$ cat src/rtl/core/jeu_pkg.sv
// Shared types, constants and helper functions for the JSON escaper.
`timescale 1ns / 1ps
package jeu_pkg;

    localparam int QUEUE_DEPTH = 4;

    // UTF-8 boundaries
    localparam logic [7:0] B_ASCII_TOP = 8'h80;
    localparam logic [7:0] B_CTRL_TOP  = 8'h20;
    localparam logic [7:0] B_L2_LO     = 8'hC2;
    localparam logic [7:0] B_L2_HI     = 8'hDF;
    localparam logic [7:0] B_L3_LO     = 8'hE0;
    localparam logic [7:0] B_L3_HI     = 8'hEF;
    localparam logic [7:0] B_L4_LO     = 8'hF0;
    localparam logic [7:0] B_L4_HI     = 8'hF4;
    localparam logic [7:0] B_TOP2_MASK = 8'hC0;
    localparam logic [7:0] B_E0_MIN    = 8'hA0;
    localparam logic [7:0] B_ED_LEAD   = 8'hED;
    localparam logic [7:0] B_F0_MIN    = 8'h90;
    localparam logic [7:0] B_F4_MAX    = 8'h8F;

    // ASCII characters with short escapes
    localparam logic [7:0] CH_QUOTE = 8'h22;
    localparam logic [7:0] CH_BSL   = 8'h5C;
    localparam logic [7:0] CH_BS    = 8'h08;
    localparam logic [7:0] CH_FF    = 8'h0C;
    localparam logic [7:0] CH_LF    = 8'h0A;
    localparam logic [7:0] CH_CR    = 8'h0D;
    localparam logic [7:0] CH_TAB   = 8'h09;
    localparam logic [7:0] CH_B     = 8'h62;
    localparam logic [7:0] CH_F     = 8'h66;
    localparam logic [7:0] CH_N     = 8'h6E;
    localparam logic [7:0] CH_R     = 8'h72;
    localparam logic [7:0] CH_T     = 8'h74;
    localparam logic [7:0] CH_U     = 8'h75;
    localparam logic [7:0] CH_ZERO  = 8'h30;
    localparam logic [7:0] CH_A_M10 = 8'h57;  // 'a' - 10

    localparam logic [2:0] REPL_LEN  = 3'd6;
    localparam logic [2:0] REPL_LAST = 3'd5;
    // "\ufffd", element 0 goes out first
    localparam logic [5:0][7:0] REPL_STR = {8'h64, 8'h66, 8'h66, 8'h66, 8'h75, 8'h5C};

    typedef struct packed {
        logic [2:0]      len;
        logic [5:0][7:0] bytes;
    } t_esc;

    // One queued work item: replacement run, literal bytes, replacement run
    typedef struct packed {
        logic [1:0]      pre_n;
        logic [2:0]      mid_len;
        logic [5:0][7:0] mid;
        logic [1:0]      post_n;
        logic            last;
    } t_job;

    typedef enum logic [1:0] {
        PH_PRE,
        PH_MID,
        PH_POST
    } t_phase;

    function automatic logic [7:0] hex_digit(input logic [3:0] v);
        logic [7:0] w;
        begin
            w = {4'h0, v};
            return (v < 4'd10) ? (w + CH_ZERO) : (w + CH_A_M10);
        end
    endfunction

    function automatic t_esc esc_ascii(input logic [7:0] c);
        t_esc e;
        begin
            e.len      = 3'd1;
            e.bytes    = '0;
            e.bytes[0] = c;
            case (c)
                CH_QUOTE, CH_BSL: begin
                    e.len = 3'd2; e.bytes[0] = CH_BSL; e.bytes[1] = c;
                end
                CH_BS: begin
                    e.len = 3'd2; e.bytes[0] = CH_BSL; e.bytes[1] = CH_B;
                end
                CH_FF: begin
                    e.len = 3'd2; e.bytes[0] = CH_BSL; e.bytes[1] = CH_F;
                end
                CH_LF: begin
                    e.len = 3'd2; e.bytes[0] = CH_BSL; e.bytes[1] = CH_N;
                end
                CH_CR: begin
                    e.len = 3'd2; e.bytes[0] = CH_BSL; e.bytes[1] = CH_R;
                end
                CH_TAB: begin
                    e.len = 3'd2; e.bytes[0] = CH_BSL; e.bytes[1] = CH_T;
                end
                default: begin
                    if (c < B_CTRL_TOP) begin
                        e.len      = 3'd6;
                        e.bytes[0] = CH_BSL;
                        e.bytes[1] = CH_U;
                        e.bytes[2] = CH_ZERO;
                        e.bytes[3] = CH_ZERO;
                        e.bytes[4] = hex_digit(c[7:4]);
                        e.bytes[5] = hex_digit(c[3:0]);
                    end
                end
            endcase
            return e;
        end
    endfunction

endpackage

$ cat src/rtl/core/jeu_front.sv
// Front end: UTF-8 sequence tracking and per-word job classification.
`timescale 1ns / 1ps
module jeu_front (
    input  logic           i_clk,
    input  logic           i_rst_n,
    input  logic           i_valid,
    output logic           o_ready,
    input  logic [7:0]     i_in_byte,
    input  logic           i_text_last,
    input  logic           i_full,
    output logic           o_push,
    output jeu_pkg::t_job  o_job
);
    import jeu_pkg::*;

    logic [7:0] r_lead, n_lead;
    logic [1:0] r_cnt, n_cnt;
    logic [2:0] r_exp, n_exp;
    logic [7:0] r_cont [2];
    logic [7:0] n_cont [2];
    logic       cont_ok;
    logic       fresh;
    logic       accept;
    t_esc       esc;
    t_job       job;

    assign o_ready = !i_full;
    assign accept  = i_valid && !i_full;

    always_comb begin
        cont_ok = (i_in_byte & B_TOP2_MASK) == B_ASCII_TOP;
        if (r_cnt == 2'd0) begin
            if ((r_lead == B_L3_LO && i_in_byte < B_E0_MIN) ||
                (r_lead == B_ED_LEAD && i_in_byte >= B_E0_MIN) ||
                (r_lead == B_L4_LO && i_in_byte < B_F0_MIN) ||
                (r_lead == B_L4_HI && i_in_byte > B_F4_MAX))
                cont_ok = 1'b0;
        end
    end

    always_comb begin
        job       = '0;
        job.last  = i_text_last;
        n_lead    = r_lead;
        n_cnt     = r_cnt;
        n_exp     = r_exp;
        n_cont[0] = r_cont[0];
        n_cont[1] = r_cont[1];
        fresh     = 1'b1;
        esc       = esc_ascii(i_in_byte);
        if (r_exp != 3'd0) begin
            if (cont_ok) begin
                fresh = 1'b0;
                if (({1'b0, r_cnt} + 3'd2) >= r_exp) begin
                    // sequence complete, pass it through
                    job.mid_len = {1'b0, r_cnt} + 3'd2;
                    job.mid[0]  = r_lead;
                    job.mid[1]  = (r_cnt != 2'd0) ? r_cont[0] : i_in_byte;
                    job.mid[2]  = (r_cnt == 2'd2) ? r_cont[1] : i_in_byte;
                    job.mid[3]  = i_in_byte;
                    n_lead = '0;
                    n_cnt  = '0;
                    n_exp  = '0;
                end else begin
                    n_cont[r_cnt[0]] = i_in_byte;
                    n_cnt = r_cnt + 2'd1;
                end
            end else begin
                // broken sequence: one replacement per held byte
                job.pre_n = r_cnt + 2'd1;
                n_lead = '0;
                n_cnt  = '0;
                n_exp  = '0;
            end
        end
        if (fresh) begin
            if (i_in_byte < B_ASCII_TOP) begin
                job.mid_len = esc.len;
                job.mid     = esc.bytes;
            end else if (i_in_byte >= B_L2_LO && i_in_byte <= B_L2_HI) begin
                n_lead = i_in_byte; n_cnt = '0; n_exp = 3'd2;
            end else if (i_in_byte >= B_L3_LO && i_in_byte <= B_L3_HI) begin
                n_lead = i_in_byte; n_cnt = '0; n_exp = 3'd3;
            end else if (i_in_byte >= B_L4_LO && i_in_byte <= B_L4_HI) begin
                n_lead = i_in_byte; n_cnt = '0; n_exp = 3'd4;
            end else begin
                job.mid_len = REPL_LEN;
                job.mid     = REPL_STR;
            end
        end
        if (i_text_last && n_exp != 3'd0) begin
            // string ends inside a sequence
            job.post_n = n_cnt + 2'd1;
            n_lead = '0;
            n_cnt  = '0;
            n_exp  = '0;
        end
    end

    assign o_job  = job;
    assign o_push = accept &&
                    (job.pre_n != 2'd0 || job.mid_len != 3'd0 || job.post_n != 2'd0);

    always_ff @(posedge i_clk) begin
        if (!i_rst_n) begin
            r_lead <= '0;
            r_cnt  <= '0;
            r_exp  <= '0;
        end else if (accept) begin
            r_lead <= n_lead;
            r_cnt  <= n_cnt;
            r_exp  <= n_exp;
        end
    end

    always_ff @(posedge i_clk) begin
        if (accept) begin
            r_cont[0] <= n_cont[0];
            r_cont[1] <= n_cont[1];
        end
    end

endmodule

$ cat src/rtl/core/jeu_queue.sv
// Small job queue between front end and output sequencer.
`timescale 1ns / 1ps
module jeu_queue #(
    parameter int DEPTH = jeu_pkg::QUEUE_DEPTH
) (
    input  logic           i_clk,
    input  logic           i_rst_n,
    input  logic           i_push,
    input  jeu_pkg::t_job  i_job,
    output logic           o_full,
    input  logic           i_pop,
    output logic           o_valid,
    output jeu_pkg::t_job  o_job
);
    import jeu_pkg::*;

    localparam int AW = (DEPTH > 1) ? $clog2(DEPTH) : 1;
    localparam int CW = $clog2(DEPTH + 1);
    localparam logic [AW-1:0] LAST_SLOT = AW'(DEPTH - 1);
    localparam logic [CW-1:0] FULL_CNT  = CW'(DEPTH);

    t_job          r_mem [DEPTH];
    logic [AW-1:0] r_wr, r_rd;
    logic [CW-1:0] r_cnt;
    logic          do_push, do_pop;

    assign o_full  = (r_cnt == FULL_CNT);
    assign o_valid = (r_cnt != '0);
    assign o_job   = r_mem[r_rd];
    assign do_push = i_push && !o_full;
    assign do_pop  = i_pop && o_valid;

    always_ff @(posedge i_clk) begin
        if (do_push)
            r_mem[r_wr] <= i_job;
    end

    always_ff @(posedge i_clk) begin
        if (!i_rst_n) begin
            r_wr  <= '0;
            r_rd  <= '0;
            r_cnt <= '0;
        end else begin
            if (do_push)
                r_wr <= (r_wr == LAST_SLOT) ? '0 : r_wr + AW'(1);
            if (do_pop)
                r_rd <= (r_rd == LAST_SLOT) ? '0 : r_rd + AW'(1);
            if (do_push && !do_pop)
                r_cnt <= r_cnt + CW'(1);
            else if (do_pop && !do_push)
                r_cnt <= r_cnt - CW'(1);
        end
    end

endmodule

$ cat src/rtl/core/jeu_back.sv
// Back end: expands queued jobs into output words, one per cycle unless the output is stalled.
`timescale 1ns / 1ps
module jeu_back (
    input  logic           i_clk,
    input  logic           i_rst_n,
    input  logic           i_q_valid,
    input  jeu_pkg::t_job  i_job,
    output logic           o_pop,
    output logic           o_valid,
    input  logic           i_ready,
    output logic [7:0]     o_out_byte,
    output logic           o_run_end,
    output logic           o_text_end
);
    import jeu_pkg::*;

    t_phase     r_phase, n_phase;
    t_phase     eff;
    logic [2:0] r_idx, n_idx;
    logic [1:0] r_rep, n_rep;
    logic       adv;
    logic       seg_end;
    logic       done;
    logic [7:0] cur_byte;

    logic       r_ov;
    logic [7:0] r_byte;
    logic       r_run_end;
    logic       r_text_end;

    assign adv = i_q_valid && (!r_ov || i_ready);

    // output block: current word and segment boundaries
    always_comb begin
        eff = r_phase;
        if (eff == PH_PRE && i_job.pre_n == 2'd0)
            eff = PH_MID;
        if (eff == PH_MID && i_job.mid_len == 3'd0)
            eff = PH_POST;
        cur_byte = REPL_STR[r_idx];
        seg_end  = 1'b0;
        done     = 1'b0;
        case (eff)
            PH_PRE: begin
                seg_end = (r_idx == REPL_LAST) && (r_rep == i_job.pre_n - 2'd1);
                done    = seg_end && i_job.mid_len == 3'd0 && i_job.post_n == 2'd0;
            end
            PH_MID: begin
                cur_byte = i_job.mid[r_idx];
                seg_end  = (r_idx == i_job.mid_len - 3'd1);
                done     = seg_end && i_job.post_n == 2'd0;
            end
            PH_POST: begin
                seg_end = (r_idx == REPL_LAST) && (r_rep == i_job.post_n - 2'd1);
                done    = seg_end;
            end
            default: begin
                seg_end = 1'b1;
                done    = 1'b1;
            end
        endcase
    end

    // next-state block
    always_comb begin
        n_phase = r_phase;
        n_idx   = r_idx;
        n_rep   = r_rep;
        if (adv) begin
            if (done) begin
                n_phase = PH_PRE;
                n_idx   = '0;
                n_rep   = '0;
            end else if (seg_end) begin
                n_phase = (eff == PH_PRE) ? PH_MID : PH_POST;
                n_idx   = '0;
                n_rep   = '0;
            end else if (eff != PH_MID && r_idx == REPL_LAST) begin
                n_idx = '0;
                n_rep = r_rep + 2'd1;
            end else begin
                n_idx = r_idx + 3'd1;
            end
        end
    end

    assign o_pop = adv && done;

    always_ff @(posedge i_clk) begin
        if (!i_rst_n) begin
            r_phase <= PH_PRE;
            r_idx   <= '0;
            r_rep   <= '0;
            r_ov    <= 1'b0;
        end else begin
            r_phase <= n_phase;
            r_idx   <= n_idx;
            r_rep   <= n_rep;
            if (!r_ov || i_ready)
                r_ov <= i_q_valid;
        end
    end

    always_ff @(posedge i_clk) begin
        if (adv) begin
            r_byte     <= cur_byte;
            r_run_end  <= done;
            r_text_end <= done && i_job.last;
        end
    end

    assign o_valid    = r_ov;
    assign o_out_byte = r_byte;
    assign o_run_end  = r_run_end;
    assign o_text_end = r_text_end;

endmodule

$ cat src/rtl/core/json_escape_utf8_validate.sv
// JSON string escaper with UTF-8 validation: top level.
//
// Takes one text byte per word and emits the JSON-escaped form, one output
// byte per word. Quote and backslash are escaped, BS FF LF CR TAB get short
// escapes, other controls become \u00xx (lowercase hex), other ASCII passes.
// Well-formed 2..4 byte UTF-8 sequences are held until complete and then
// passed through; any malformed byte, and each byte of a broken or truncated
// sequence, becomes \ufffd. run_end marks the last output word caused by an
// input word, text_end the last one of the whole string. A lead or a middle
// continuation byte produces no output of its own.
// Rate: the input side takes one word per cycle as long as the job queue
// (QDEPTH entries) has room; the output sequencer drives one word per cycle
// unless the output is stalled; an input word costs k output words (1 for
// plain text, up to 24 for a broken 4-byte sequence). Each job is written
// into the job queue, and the back end registers its output words from there.
`timescale 1ns / 1ps
module json_escape_utf8_validate #(
    parameter int QDEPTH = jeu_pkg::QUEUE_DEPTH
) (
    input  logic       i_clk,
    input  logic       i_rst_n,
    input  logic       i_valid,
    output logic       o_ready,
    input  logic [7:0] i_in_byte,
    input  logic       i_text_last,
    output logic       o_valid,
    input  logic       i_ready,
    output logic [7:0] o_out_byte,
    output logic       o_run_end,
    output logic       o_text_end
);
    import jeu_pkg::*;

    t_job push_job, head_job;
    logic push, full, q_valid, pop;

    // classify input words into jobs
    jeu_front u_front (
        .i_clk       (i_clk),
        .i_rst_n     (i_rst_n),
        .i_valid     (i_valid),
        .o_ready     (o_ready),
        .i_in_byte   (i_in_byte),
        .i_text_last (i_text_last),
        .i_full      (full),
        .o_push      (push),
        .o_job       (push_job)
    );

    // decouples input stalls from output backpressure
    jeu_queue #(
        .DEPTH (QDEPTH)
    ) u_queue (
        .i_clk   (i_clk),
        .i_rst_n (i_rst_n),
        .i_push  (push),
        .i_job   (push_job),
        .o_full  (full),
        .i_pop   (pop),
        .o_valid (q_valid),
        .o_job   (head_job)
    );

    // expand jobs into output words
    jeu_back u_back (
        .i_clk      (i_clk),
        .i_rst_n    (i_rst_n),
        .i_q_valid  (q_valid),
        .i_job      (head_job),
        .o_pop      (pop),
        .o_valid    (o_valid),
        .i_ready    (i_ready),
        .o_out_byte (o_out_byte),
        .o_run_end  (o_run_end),
        .o_text_end (o_text_end)
    );

endmodule

$ cat config.mk
export PLATFORM = sky130hd
export DESIGN_NAME = json_escape_utf8_validate
export DESIGN_NICKNAME = d
export VERILOG_FILES = /design/src/rtl/core/jeu_pkg.sv /design/src/rtl/core/jeu_front.sv /design/src/rtl/core/jeu_queue.sv /design/src/rtl/core/jeu_back.sv /design/src/rtl/core/json_escape_utf8_validate.sv
export SDC_FILE = /design/constraint.sdc
export NUM_CORES = 1
export LEC_CHECK = 0
export BUFFER_PORTS_ARGS = -buffer_cell sky130_fd_sc_hd__buf_4
export CORE_MARGIN = 1
export CORE_UTILIZATION = 45
export CTS_CLUSTER_DIAMETER = 50
export DETAILED_ROUTE_END_ITERATION = 16
export HOLD_SLACK_MARGIN = 0.15
export SLEW_MARGIN = 5
export SYNTH_ARGS = -nofsm -noshare
export SYNTH_HDL_FRONTEND = slang
export SYNTH_SLANG_ARGS = --single-unit
$ cat constraint.sdc
create_clock -name i_clk -period 5.2 [get_ports i_clk]
set_input_delay 1.04 -clock i_clk [delete_from_list [all_inputs] [get_ports i_clk]]
set_output_delay 1.04 -clock i_clk [all_outputs]
set_load 0.05 [all_outputs]
==> run_results.csv <==
group,metric,value,unit
outcome,status,"completed",
logic_synthesis,synth_flop_cell,"edfxtp_1",
die,rows,59,
global_routing,grt_util_all_layers,0.2033,
global_routing,grt_start_max_net_pins,55,
timing,setup_viol,0,
die,start_util,0.4636,
timing,setup_slack,0.7625,ns
layout,syn_to_final_growth,13.00,%
die,core_area,26350,um2
timing,rsz0062_at_grt,"false",
layout,diodes,0,
power,seq_power_share,0.460,
logic_synthesis,synthArstFlopShare,0,
clocking,cts_buffer_depth,3,
worst_setup_path,reg2reg_depth,14,
route,ant_nets,0,
layout,multi_input_area,3909,um2
power,p_leak,4.734,nW
power,p_switching,1.862,mW
clocking,cts.htree.levels,1,
route,wl_per_cell,23.17,um
layout,nNetsFinal,873,
placement,portBuffers,24,
worst_setup_path,r2r_setup_slack,0.76,ns
route,routed_via_density,5.958,
timing,finalHoldViolations,0,
logic_synthesis,synth-edff-count,242,
logic_synthesis,synthTopCellsByCount,"edfxtp_1, mux4_2, nand2_1",
route,vias,7108,
power,p_sw_frac,0.2899,
layout,drive_gt1_frac,0.2075,
clocking,hold_buffers,0,
die,boundaryPins,25,
die,fp.dieH,166.8,um
logic_synthesis,synthCells,795,
hold_path,min_path_cells,2,
clocking,cts_tree,"yes",
job,cap_viol_max_count,0,
timing,worst_pin_slew,1.042,ns
global_routing,grt_pass1_vias,7085,
route,firstDrtPassIters,5,
placement,pre_cts_slack,0.4693,ns
worst_setup_path,crit_chain,"inv_1 > ha_1 > nand4_1 > or4_1 > o22ai_2 > a211oi_2 > a221oi_1 > a221o_1 > ha_1 > inv_1 > fa_1 > xor2_1 > or3_1 > a21oi_1",
power,power_density,465.3,nW/um2
worst_setup_path,cp_num_cells,14,
timing,finalMaxSlewViolations,0,
clocking,clkTransAtPathRegs,0.06,ns
global_routing,antenna_found_initial,1,
hold_path,hold_path_end,"u_back.o_valid$_SDFFE_PN0N_",
power,clkPwrFrac,0.323,
layout,n_fill_cell,2141,
global_routing,overflow,0,
placement,place_inst,1135,
timing,finClkSkew,0.02393,ns
timing,min_period,4.437,ns
timing,max_freq,0.2254,GHz
power,intPower,4.561,mW
worst_setup_path,critPathBufInv,2,
route,drt-initial-drc-count,761,
logic_synthesis,yosys_warnings,0,
worst_setup_path,worst_path_max_delay_cell,"ha_1",
route,wirelength,27.65,mm
route,drc,0,
power,vdd_drop_max,0.2337,mV
logic_synthesis,seq_area_frac_synth,0.6522,
logic_synthesis,yosys.area.top_type,"edfxtp_1",
logic_synthesis,synthesis.area,12220,um2
power,p_comb_frac,0.217,
hold_path,hp-class,"register to register",
placement,dp_hpwl,18.30,mm
clocking,cts_root_buf,"clkbuf_16",
worst_setup_path,crit_family,"adder cells",
logic_synthesis,avgSynthCellArea,15.37,um2
worst_setup_path,reg2reg_from,"u_front.r_cnt[0]$_SDFFE_PN0P_",
worst_setup_path,critPathKind,"register to register",
layout,fin_cells,1193,
worst_setup_path,crit_fanout,9,
clocking,post_cts_buffers,0,
logic_synthesis,synth.area.top_cells,"edfxtp_1, mux4_2, dfxtp_1, ha_1, nand2_1",
timing,finalCritPeriodShare,0.8534,
logic_synthesis,yosysMostFrequentCell,"edfxtp_1",
die,dieArea,27810,um2
timing,setup_tns,0,ns
global_routing,grt_pass1_wl,43.01,mm
clocking,cts_resized,0,
layout,ff_latch_area,7973,um2
worst_setup_path,crit_required,5.68,ns
hold_path,holdCritStartpoint,"u_back.o_valid$_SDFFE_PN0N_",
worst_setup_path,crit_path_start_kind,"register",
placement,routabilityCongestion,0.9042,
worst_setup_path,cp-end-kind,"register",
clocking,cts_buffers,31,
logic_synthesis,synth_cell_types,68,
clocking,clkLatencyLatePin,0.57,ns
worst_setup_path,crit-reg2reg-capture,"u_queue.r_cnt[2]$_SDFFE_PN0P_",
clocking,clock_sinks,277,
logic_synthesis,synth_top_area_share,0.5948,
timing,max-slew-margin-rel,0.3056,
die,die_w,166.8,um
worst_setup_path,slowest_delay,0.57,ns
worst_setup_path,cp.arrival,4.92,ns
logic_synthesis,ys_seq_elements,277,
## power by group through the flow
stage / Sequential, mW / Combinational [mW] / Clock [mW]
after floorplan: 3.12 / 0.824 / 0
after global placement: 2.97 / 1.40 / 0
after detailed placement: 3.00 / 1.41 / 0
after CTS: 2.96 / 1.42 / 2.12
after global routing: 2.98 / 1.51 / 2.22
final: 2.95 / 1.39 / 2.07
## through the flow
stage / instance area, um2 / utilization / hold slack [ns] / power [mW]
after floorplan: 12230 / - / 0.4580 / 3.942
after global placement: 12820 / 0.4866 / 0.4562 / 4.370
after detailed placement: 12820 / 0.4866 / 0.4670 / 4.416
after CTS: 13800 / 0.5238 / 0.4762 / 6.494
after global routing: 13800 / 0.5238 / 0.4855 / 6.709
final: 13800 / 0.5238 / 0.4740 / 6.423
## registers in the layout (all words and copies together) (netlist names), 3 cells and up, named ones only
name / count
u_back.o_out_byte: 8
u_front.r_exp: 3
u_queue.r_cnt: 3
u_front.r_lead: 8
u_back.r_idx: 3
u_front.r_cont: 16
u_queue.r_mem: 216
## worst reg2reg max path, cell delays in order, from the launching register on
cell and delay [ns]:
dfxtp_1 0.36, inv_1 0.26, ha_1 0.57, nand4_1 0.25
or4_1 0.54, o22ai_2 0.21, a211oi_2 0.19, a221oi_1 0.32
a221o_1 0.32, ha_1 0.26, inv_1 0.07, fa_1 0.37
xor2_1 0.17, or3_1 0.31, a21oi_1 0.16
## area by class of cell
type,instances,area share
Clock buffer,46,0.06172
Clock inverter,12,0.009336
Multi-Input combinational cell,436,0.2832
Inverter,48,0.01305
Timing Repair Buffer,39,0.02483
Sequential cell,277,0.5775
Tap cell,335,0.03036
## cells in the final DEF, fill, tap and decap left out, drive strengths merged, types with 5 or more instances in the layout
master and count:
a21o 5, a21oi 25, a22oi 6, a31oi 6, and2 13, and3 8
buf 39, clkbuf 46, clkinv 5, dfxtp 35, edfxtp 242, ha 26
inv 54, mux2 7, mux2i 20, mux4 62, nand2 56, nand2b 5
nand3 13, nand4 9, nor2 42, nor3 11, o21ai 36, o22ai 8
o31ai 8, or3 5, xnor2 5, xor2 6
## worst max path at each step
stage,start,end,slack [ns]
5_1_grt,u_front.r_cnt[0]$_SDFFE_PN0P_,u_queue.r_cnt[2]$_SDFFE_PN0P_,0.55
3_3_place_gp,i_in_byte[4],u_queue.r_cnt[2]$_SDFFE_PN0P_,0.59
3_5_place_dp,i_in_byte[4],u_queue.r_cnt[2]$_SDFFE_PN0P_,0.47
2_1_floorplan,i_in_byte[4],u_queue.r_mem[0][0]$_DFFE_PP_,0.57
4_1_cts,u_front.r_cnt[0]$_SDFFE_PN0P_,u_queue.r_cnt[2]$_SDFFE_PN0P_,0.80
6_report,u_front.r_cnt[0]$_SDFFE_PN0P_,u_queue.r_cnt[2]$_SDFFE_PN0P_,0.76
## logic make-up after synthesis
logic type | count (synthesis) | synth area share
AOI/OAI and AO/OA | 125 | 0.07241
xor gates and xnor gates | 11 | 0.007886
adders and majority gates | 27 | 0.02827
buffers and inverters | 85 | 0.02919
DFF | 277 | 0.6522
muxes | 89 | 0.1371
other | 1 | 0.0003070
and+or+nand+nor | 180 | 0.07261
## layer usage
layer | up-vias | global-route usage | wire (um)
met5 | - | 0 | 0
met4 | 0 | 0.05435 | 618
met3 | 51 | 0.02519 | 1340
met2 | 222 | 0.3274 | 12890
met1 | 3665 | 0.2934 | 12800
li1 | 3170 | - | -
Note: power is estimated with default switching activity, not from simulation.
